$ cat config.mk
export PLATFORM = sky130hd
export DESIGN_NAME = rzs_wrap
export DESIGN_NICKNAME = d
export VERILOG_FILES = /design/src/rtl/rzs_pkg.sv /design/src/rtl/rzs_wrap.sv
export SDC_FILE = /design/constraint.sdc
export NUM_CORES = 1
export LEC_CHECK = 0
export BUFFER_PORTS_ARGS = -buffer_cell sky130_fd_sc_hd__buf_2
export CAP_MARGIN = 25
export CORE_MARGIN = 4
export CORE_UTILIZATION = 25
export CTS_CLUSTER_SIZE = 10
export DETAILED_ROUTE_END_ITERATION = 10
export PLACE_DENSITY_LB_ADDON = 0.25
export SYNTH_ARGS = -nofsm -noshare
export SYNTH_HDL_FRONTEND = slang
export SYNTH_SLANG_ARGS = --single-unit
$ cat constraint.sdc
create_clock -name clk -period 5.5 [get_ports clk]
set_input_delay 0.275 -clock clk [delete_from_list [all_inputs] [get_ports clk]]
set_output_delay 0.275 -clock clk [all_outputs]
set_load 0.05 [all_outputs]
$ cat src/rtl/rzs_pkg.sv
package rzs_pkg;

    localparam int TEX_WIDTH  = 320;
    localparam int TEX_HEIGHT = 200;
    localparam int FRAC_BITS  = 10;
    localparam int SCR_W      = 320;
    localparam int SCR_H      = 200;

    localparam int TEX_SIZE = TEX_WIDTH * TEX_HEIGHT;
    localparam int SCR_SIZE = SCR_W * SCR_H;

    localparam int ACC_W     = 32;
    localparam int STEP_W    = 18;
    localparam int PIX_W     = 8;
    localparam int TIDX_W    = 16;
    localparam int SIDX_W    = 16;
    localparam int CFG_IDX_W = 2;

    localparam int MEM_AW = $clog2(TEX_SIZE);
    localparam int COL_W  = $clog2(SCR_W);
    localparam int ROW_W  = $clog2(SCR_H);
    localparam int TX_W   = $clog2(TEX_WIDTH);
    localparam int TY_W   = $clog2(TEX_HEIGHT);

    // integer part of an accumulator, and the same part lifted to non-negative
    localparam int INT_W = ACC_W - FRAC_BITS;
    localparam int X_W   = INT_W + 1;

    // offsets are whole multiples of the texture size, so floor modulo is kept
    localparam int OFF_U = ((2 ** (INT_W - 1) + TEX_WIDTH - 1) / TEX_WIDTH) * TEX_WIDTH;
    localparam int OFF_V = ((2 ** (INT_W - 1) + TEX_HEIGHT - 1) / TEX_HEIGHT) * TEX_HEIGHT;

    // reciprocal estimate of x / size, at most one low
    localparam int RCP_SH  = X_W + 1;
    localparam int RCP_U   = 2 ** RCP_SH / TEX_WIDTH;
    localparam int RCP_V   = 2 ** RCP_SH / TEX_HEIGHT;
    localparam int RCP_U_W = $clog2(RCP_U + 1);
    localparam int RCP_V_W = $clog2(RCP_V + 1);
    localparam int QU_W    = X_W + RCP_U_W - RCP_SH;
    localparam int QV_W    = X_W + RCP_V_W - RCP_SH;

    localparam int HALF_W = SCR_W / 2;
    localparam int HALF_H = SCR_H / 2;

    typedef enum logic
    {
        OP_WRITE  = 1'b0,
        OP_RENDER = 1'b1
    } rzs_op_t;

    localparam logic [CFG_IDX_W-1:0] REG_STEP_SIN = CFG_IDX_W'(0);
    localparam logic [CFG_IDX_W-1:0] REG_STEP_COS = CFG_IDX_W'(1);

    localparam logic signed [STEP_W-1:0] STEP_SIN_RST = '0;
    localparam logic signed [STEP_W-1:0] STEP_COS_RST = STEP_W'(1 << FRAC_BITS);

    typedef struct packed
    {
        logic load_quot;
        logic load_rem;
    } rzs_adv_t;

    function automatic logic [ACC_W-1:0] origin_u(input logic signed [STEP_W-1:0] s,
                                                   input logic signed [STEP_W-1:0] c);
        logic signed [ACC_W-1:0] se;
        logic signed [ACC_W-1:0] ce;
        se = ACC_W'(s);
        ce = ACC_W'(c);
        return ACC_W'(HALF_H * se - HALF_W * ce + (HALF_W << FRAC_BITS));
    endfunction

    function automatic logic [ACC_W-1:0] origin_v(input logic signed [STEP_W-1:0] s,
                                                   input logic signed [STEP_W-1:0] c);
        logic signed [ACC_W-1:0] se;
        logic signed [ACC_W-1:0] ce;
        se = ACC_W'(s);
        ce = ACC_W'(c);
        return ACC_W'((HALF_H << FRAC_BITS) - HALF_W * se - HALF_H * ce);
    endfunction

    localparam logic [ACC_W-1:0] ORIGIN_U_RST = origin_u(STEP_SIN_RST, STEP_COS_RST);
    localparam logic [ACC_W-1:0] ORIGIN_V_RST = origin_v(STEP_SIN_RST, STEP_COS_RST);

endpackage

$ cat src/rtl/rzs_wrap.sv
module rzs_wrap
(
    input  logic                         clk,
    input  rzs_pkg::rzs_adv_t            adv,
    input  logic [rzs_pkg::X_W-1:0]      x_u,
    input  logic [rzs_pkg::X_W-1:0]      x_v,
    output logic [rzs_pkg::TX_W-1:0]     tx,
    output logic [rzs_pkg::TY_W-1:0]     ty
);

    localparam int PU_W = rzs_pkg::X_W + rzs_pkg::RCP_U_W;
    localparam int PV_W = rzs_pkg::X_W + rzs_pkg::RCP_V_W;

    logic [PU_W-1:0]              prod_u;
    logic [PV_W-1:0]              prod_v;
    logic [rzs_pkg::X_W-1:0]      x_u_reg;
    logic [rzs_pkg::X_W-1:0]      x_v_reg;
    logic [rzs_pkg::QU_W-1:0]     qu_reg;
    logic [rzs_pkg::QV_W-1:0]     qv_reg;
    logic [rzs_pkg::X_W-1:0]      ru;
    logic [rzs_pkg::X_W-1:0]      rv;
    logic [rzs_pkg::X_W-1:0]      ru_fix;
    logic [rzs_pkg::X_W-1:0]      rv_fix;
    logic [rzs_pkg::TX_W-1:0]     tx_reg;
    logic [rzs_pkg::TY_W-1:0]     ty_reg;

    assign prod_u = PU_W'(x_u) * PU_W'(rzs_pkg::RCP_U);
    assign prod_v = PV_W'(x_v) * PV_W'(rzs_pkg::RCP_V);

    always_ff @(posedge clk)
    begin
        if (adv.load_quot)
        begin
            x_u_reg <= x_u;
            x_v_reg <= x_v;
            qu_reg  <= prod_u[PU_W-1:rzs_pkg::RCP_SH];
            qv_reg  <= prod_v[PV_W-1:rzs_pkg::RCP_SH];
        end
    end

    // remainder below twice the size: one correction
    always_comb
    begin
        ru = x_u_reg - rzs_pkg::X_W'(qu_reg * rzs_pkg::TEX_WIDTH);
        rv = x_v_reg - rzs_pkg::X_W'(qv_reg * rzs_pkg::TEX_HEIGHT);
        ru_fix = ru;
        rv_fix = rv;
        if (ru >= rzs_pkg::X_W'(rzs_pkg::TEX_WIDTH))
        begin
            ru_fix = ru - rzs_pkg::X_W'(rzs_pkg::TEX_WIDTH);
        end
        if (rv >= rzs_pkg::X_W'(rzs_pkg::TEX_HEIGHT))
        begin
            rv_fix = rv - rzs_pkg::X_W'(rzs_pkg::TEX_HEIGHT);
        end
    end

    always_ff @(posedge clk)
    begin
        if (adv.load_rem)
        begin
            tx_reg <= ru_fix[rzs_pkg::TX_W-1:0];
            ty_reg <= rv_fix[rzs_pkg::TY_W-1:0];
        end
    end

    assign tx = tx_reg;
    assign ty = ty_reg;

endmodule

== Word level (Yosys, flattened, before mapping) ==
Cells that the tools add are included.

* Bits in latches: 0
* Output and inout bits: 17
* Register bits after elaboration: 94
* Input port bits: 49
* Memories kept: 0
* Memory bits (read-only): 0
* Memory bits (writable): 0

* Bitwise gates (word level): 0
* Mux-type cells: 2
* Reduce and logical (&&, ||, !) cells: 0
* $add $sub $neg: 4
* Order comparisons: 2
* Equality and inequality tests: 0
* Divide/modulo/power cells: 0
* Multiply operators: 4
* Shifts and indexed selects: 0

{| class="wikitable"
|+ Operator list
! operator !! count
|-
| subtractor 23 bit || 2
|-
| multiplier 23 x 16 -> 39 bit (second input constant) || 1
|-
| multiplier 23 x 14 -> 37 bit (second input constant) || 1
|-
| greater-or-equal comparator 23 x 8 -> 1 bit (second input constant) || 1
|-
| greater-or-equal comparator 23 x 9 -> 1 bit (second input constant) || 1
|-
| multiplier 16 x 5 -> 20 bit (second input constant) || 1
|-
| multiplier 15 x 3 -> 17 bit (second input constant) || 1
|-
| two-way mux 9 bit || 1
|-
| subtractor 9 bit (second input constant) || 1
|-
| two-way mux 8 bit || 1
|-
| subtractor 8 bit (second input constant) || 1
|}

== Depth between registers and ports, before layout ==
* Word-level depth: 4
* Mapped depth: 25
* Depth with buffers taken out: 25

== Least setup slack after synthesis ==
OpenSTA, ideal clock, no wires.

* Path type: register to register
* Start point: register qv_reg[2] (netlist bit)
* End point: register ty_reg (netlist bit ty[6]) (data pin)
* Clock period less this slack: 5660 ps
* Stages on the path, launching flop included: 25
* Setup time: 265 ps
* Path slack: -160 ps
* Arrival time: 5395 ps
* Cell sequence: edfxtp_1 > ha_1 > ha_1 > fa_1 > ha_1 > nor2b_1 > o21ai_1 > a21oi_1 > o21ai_1 > a21boi_0 > o21ai_1 > a21oi_1 > o41ai_1 > mux2i_1 > a2111oi_1 > ha_1 > inv_1 > a222oi_1 > nand4_1 > nor4_2 > o2111ai_1 > or4_4 > nor3_4 > a31oi_1 > xor2_1

* Cells in the longest elaborated chain, start to end: 4
* Elaborated cells on any way between the ends: 5
* Classes of those cells: 2 x add/sub; 1 x mul; 1 x order compare; 1 x mux

{| class="wikitable"
|+ Ends and longest elaborated chain
! item !! RTL line !! text
|-
| from (decl) || rzs_wrap.sv:19 || <nowiki>logic [rzs_pkg::QV_W-1:0] qv_reg;</nowiki>
|-
| from (signal assigned) || rzs_wrap.sv:37 || <nowiki>qv_reg <= prod_v[PV_W-1:rzs_pkg::RCP_SH];</nowiki>
|-
| multiplier 16 x 5 -> 20 bit (*) || rzs_wrap.sv:45 || <nowiki>rv = x_v_reg - rzs_pkg::X_W'(qv_reg * rzs_pkg::TEX_HEIGHT);</nowiki>
|-
| subtractor 23 bit (*) || rzs_wrap.sv:45 ||
|-
| greater-or-equal comparator 23 x 8 -> 1 bit or subtractor 8 bit (tied branches) || rzs_wrap.sv:52, rzs_wrap.sv:54 ||
|-
| two-way mux 8 bit (*) || rzs_wrap.sv:52 || <nowiki>if (rv >= rzs_pkg::X_W'(rzs_pkg::TEX_HEIGHT))</nowiki>
|-
| via rv_fix (one bit) || rzs_wrap.sv:23 || <nowiki>logic [rzs_pkg::X_W-1:0] rv_fix;</nowiki>
|-
| to (signal assigned) || rzs_wrap.sv:63 || <nowiki>ty_reg <= rv_fix[rzs_pkg::TY_W-1:0];</nowiki>
|-
| to (decl) || rzs_wrap.sv:25 || <nowiki>logic [rzs_pkg::TY_W-1:0] ty_reg;</nowiki>
|}

Mark *: on every way through the listed nets, which the timed path passes. The rest lies on a longest branch.
A chain may end at the register's enable or synchronous reset.

== Final worst setup path ==
* Start point: register qv_reg[2] (netlist bit)
* End point: register ty_reg (netlist bit ty[5]) (data pin)

The elaborated chain is that of the path after synthesis.

==> results.py <==
metrics = {
    "die": {
        "start_util_pct": 25.3,
        "die_area_mm2": 0.0802,
        "dieWidth_um": 283,
        "coreArea_mm2": 0.0747,
        "design.portCount": 66,
        "die_h_um": 283,
        "rows": 100,
    },
    "sta": {
        "setup_violations": 5,
        "relSlewSlack_pct": 36.6,
        "period_needed_ns": 5.64,
        "worst_slew_pin_slew_ns": 0.952,
        "skew_ns": 0.0111,
        "maxSlewViolCount": 0,
        "fin_crit_sh_pct": 102,
        "setup_ws_ns": -0.137,
        "max_freq_ghz": 0.177,
        "timing_hold_violations_final": 0,
        "grt_setup_unrepaired": "yes",
        "holdWs_ns": 0.199,
    },
    "routing": {
        "post-route-drc-count": 0,
        "ant_nets": 0,
        "firstDrtPassIters": 4,
        "dr_total_vias": 13400,
        "routed_wl_mm": 47.7,
        "wl_per_cell_um": 15.6,
        "viasPerCell": 4.38,
        "drt-initial-drc-count": 423,
    },
    "logic_synthesis": {
        "synth_top_cell_area_share_pct": 29.5,
        "synthesis.nets": 2533,
        "ys_ff_latch": 94,
        "seq_area_frac_synth_pct": 14.9,
        "synthArstFlopShare_pct": 0,
        "yosysTopAreaCell": "ha_1",
        "ys_types": 76,
        "syn_inst": 1760,
        "synth_area_leaders": "ha_1 (29%), fa_1 (29%), edfxtp_1 (15%), inv_1 (7.8%), xnor2_1 (2.1%)",
        "syn_area_mm2": 0.0189,
        "syn_avg_cell_area_um2": 10.8,
        "yosysWarnings": 0,
        "synth_edf_count": 94,
        "yosys_most_used_dff": "edfxtp_1",
    },
    "setup_path": {
        "worst_ep_arrival_time_ns": 5.73,
        "end_kind": "register",
        "required_ns": 5.59,
        "crit_path_max_fanout": 4,
        "cpPeakStageDelay_ns": 0.54,
        "cp-start-kind": "register",
        "critPathKind": "register to register",
        "worst_path_max_delay_cell": "fa_1",
    },
    "global_route": {
        "globalRoute.totalOverflow": 0,
        "grt_start_max_net_pins": 71,
        "first_global_vias": 14800,
        "grt_pass1_wl_mm": 77.9,
        "grt_usage_pct": 12.0,
        "antenna_found_initial": 3,
    },
    "place": {
        "dp_hpwl_mm": 42.1,
        "placed_cells": 3017,
        "portBuffers": 65,
        "place_congestion": 0.845,
        "preCtsSetupSlack_ns": -0.760,
        "dpl_cell_area_mm2": 0.0222,
    },
    "cts": {
        "clock_latency_ns": 0.37,
        "cts_tree": "built",
        "cts_root_buffer": "clkbuf_16",
        "clock_sinks": 94,
        "clk_path_buf_depth": 2,
        "clk_pin_slew_ns": 0.07,
        "h-tree-depth": 3,
        "cts_inserted_buffers": 9,
    },
    "status": {
        "status": "finished with violations",
        "violations": "negative setup slack",
    },
    "cells_and_area": {
        "instances_no_fill": 3052,
        "drive_gt1_share_pct": 20.4,
        "nets": 2850,
        "area_growth_pct": 23.4,
        "stdcell_area_mm2": 0.0234,
    },
    "worst_hold_path": {
        "hp-class": "input pin to register",
    },
    "job": {
        "maxCapViolations": 0,
    },
}
==> routing by layer <==
metal | part of all wire [%] | vias up | routed length (um) | GRT usage (%)
met3 | 2.1 | 44 | 984 | 1.10
met4 | 1.7 | 2 | 820 | 3.01
li1 | - | 6583 | - | -
met1 | 48 | 6595 | 22800 | 16.5
met5 | 0.027 | - | 13 | 0
met2 | 48 | 137 | 23100 | 20.6
==> cell usage after synthesis (7+ instances only) <==
| cell | number |
|---|---|
| ha_1 | 446 |
| inv_1 | 391 |
| fa_1 | 278 |
| edfxtp_1 | 94 |
| a21oi_1 | 64 |
| nor2_1 | 57 |
| nand2_1 | 50 |
| xnor2_1 | 46 |
| o21ai_0 | 42 |
| nor3_1 | 28 |
| a21o_1 | 27 |
| xor2_1 | 24 |
| a31oi_1 | 17 |
| nand2b_1 | 17 |
| nand3_1 | 16 |
| o21a_1 | 12 |
| nor2b_1 | 10 |
| nand4_1 | 9 |
| o21bai_1 | 8 |
| a211oi_1 | 7 |
| and3_1 | 7 |
==> area by class of cell <==
class | instances | area (um^2)
multi-input cells | 1274 | 15300
diodes | 1 | 2.50
flip-flops and latches | 94 | 2820
repair buffers | 307 | 2250
fillers | 7623 | 51300
clock inverters | 6 | 62.6
clock buffers | 10 | 229
well taps | 969 | 1210
inverters | 391 | 1470
==> cell families after synthesis <==
family          after synthesis  share of synthesized area [%]
xor+xnor                     70                           3.24
simple gates                229                           6.11
buf+inv                     392                           7.77
compound gates              245                           8.76
flops                        94                           14.9
fa+ha+maj                   724                           58.9
mux                           6                          0.350
==> path summary, 6_finish.rpt <==
kind	from	to	slack, ns	cells past startpoint
hold / removal	adv[1]	x_v_reg[6]$_DFFE_PP_	0.20	1
hold reg to reg	x_u_reg[3]$_DFFE_PP_	tx[3]$_DFFE_PP_	0.46	0
setup / recovery	qv_reg[2]$_DFFE_PP_	ty[5]$_DFFE_PP_	-0.14	25
setup reg to reg	qv_reg[2]$_DFFE_PP_	ty[5]$_DFFE_PP_	-0.14	25
==> layout by cell type (no fill, tap or decap), drive strengths merged, types with 24 or more instances in the layout <==
| cell | count |
|---|---|
| ha | 446 |
| inv | 391 |
| buf | 303 |
| fa | 278 |
| edfxtp | 94 |
| a21oi | 64 |
| nor2 | 57 |
| nand2 | 50 |
| o21ai | 49 |
| xnor2 | 46 |
| nor3 | 30 |
| a21o | 27 |
| xor2 | 24 |
==> stage by stage <==
step | util (%) | TNS [ns]
floorplan | - | 0
global placement | 29.7 | -11.33
detailed placement | 29.7 | -12.71
CTS | 30.3 | -1.41
global route | 31.3 | -2.68
finish | 31.3 | -0.594
==> timing repair <==
item,CTS,global route
hold buffers,0,0
gates cloned,0,0
resized for setup,25,113
endpoints found under the hold margin,0,0
pin swaps,16,111
setup endpoints to repair,21,26
setup buffers,6,12
==> critical path, delay by kind of cell (launching register included) <==
family	cells	cell delay, ns
xor+xnor	1	0.15
fa+ha+maj	5	1.61
compound gates	11	1.61
flops	1	0.46
buf+inv	2	0.21
simple gates	5	1.10
mux	1	0.21
Power is left out: the tool's default activity adds up to more than one toggle a clock period on the data nets, which glitch-free logic cannot reach.
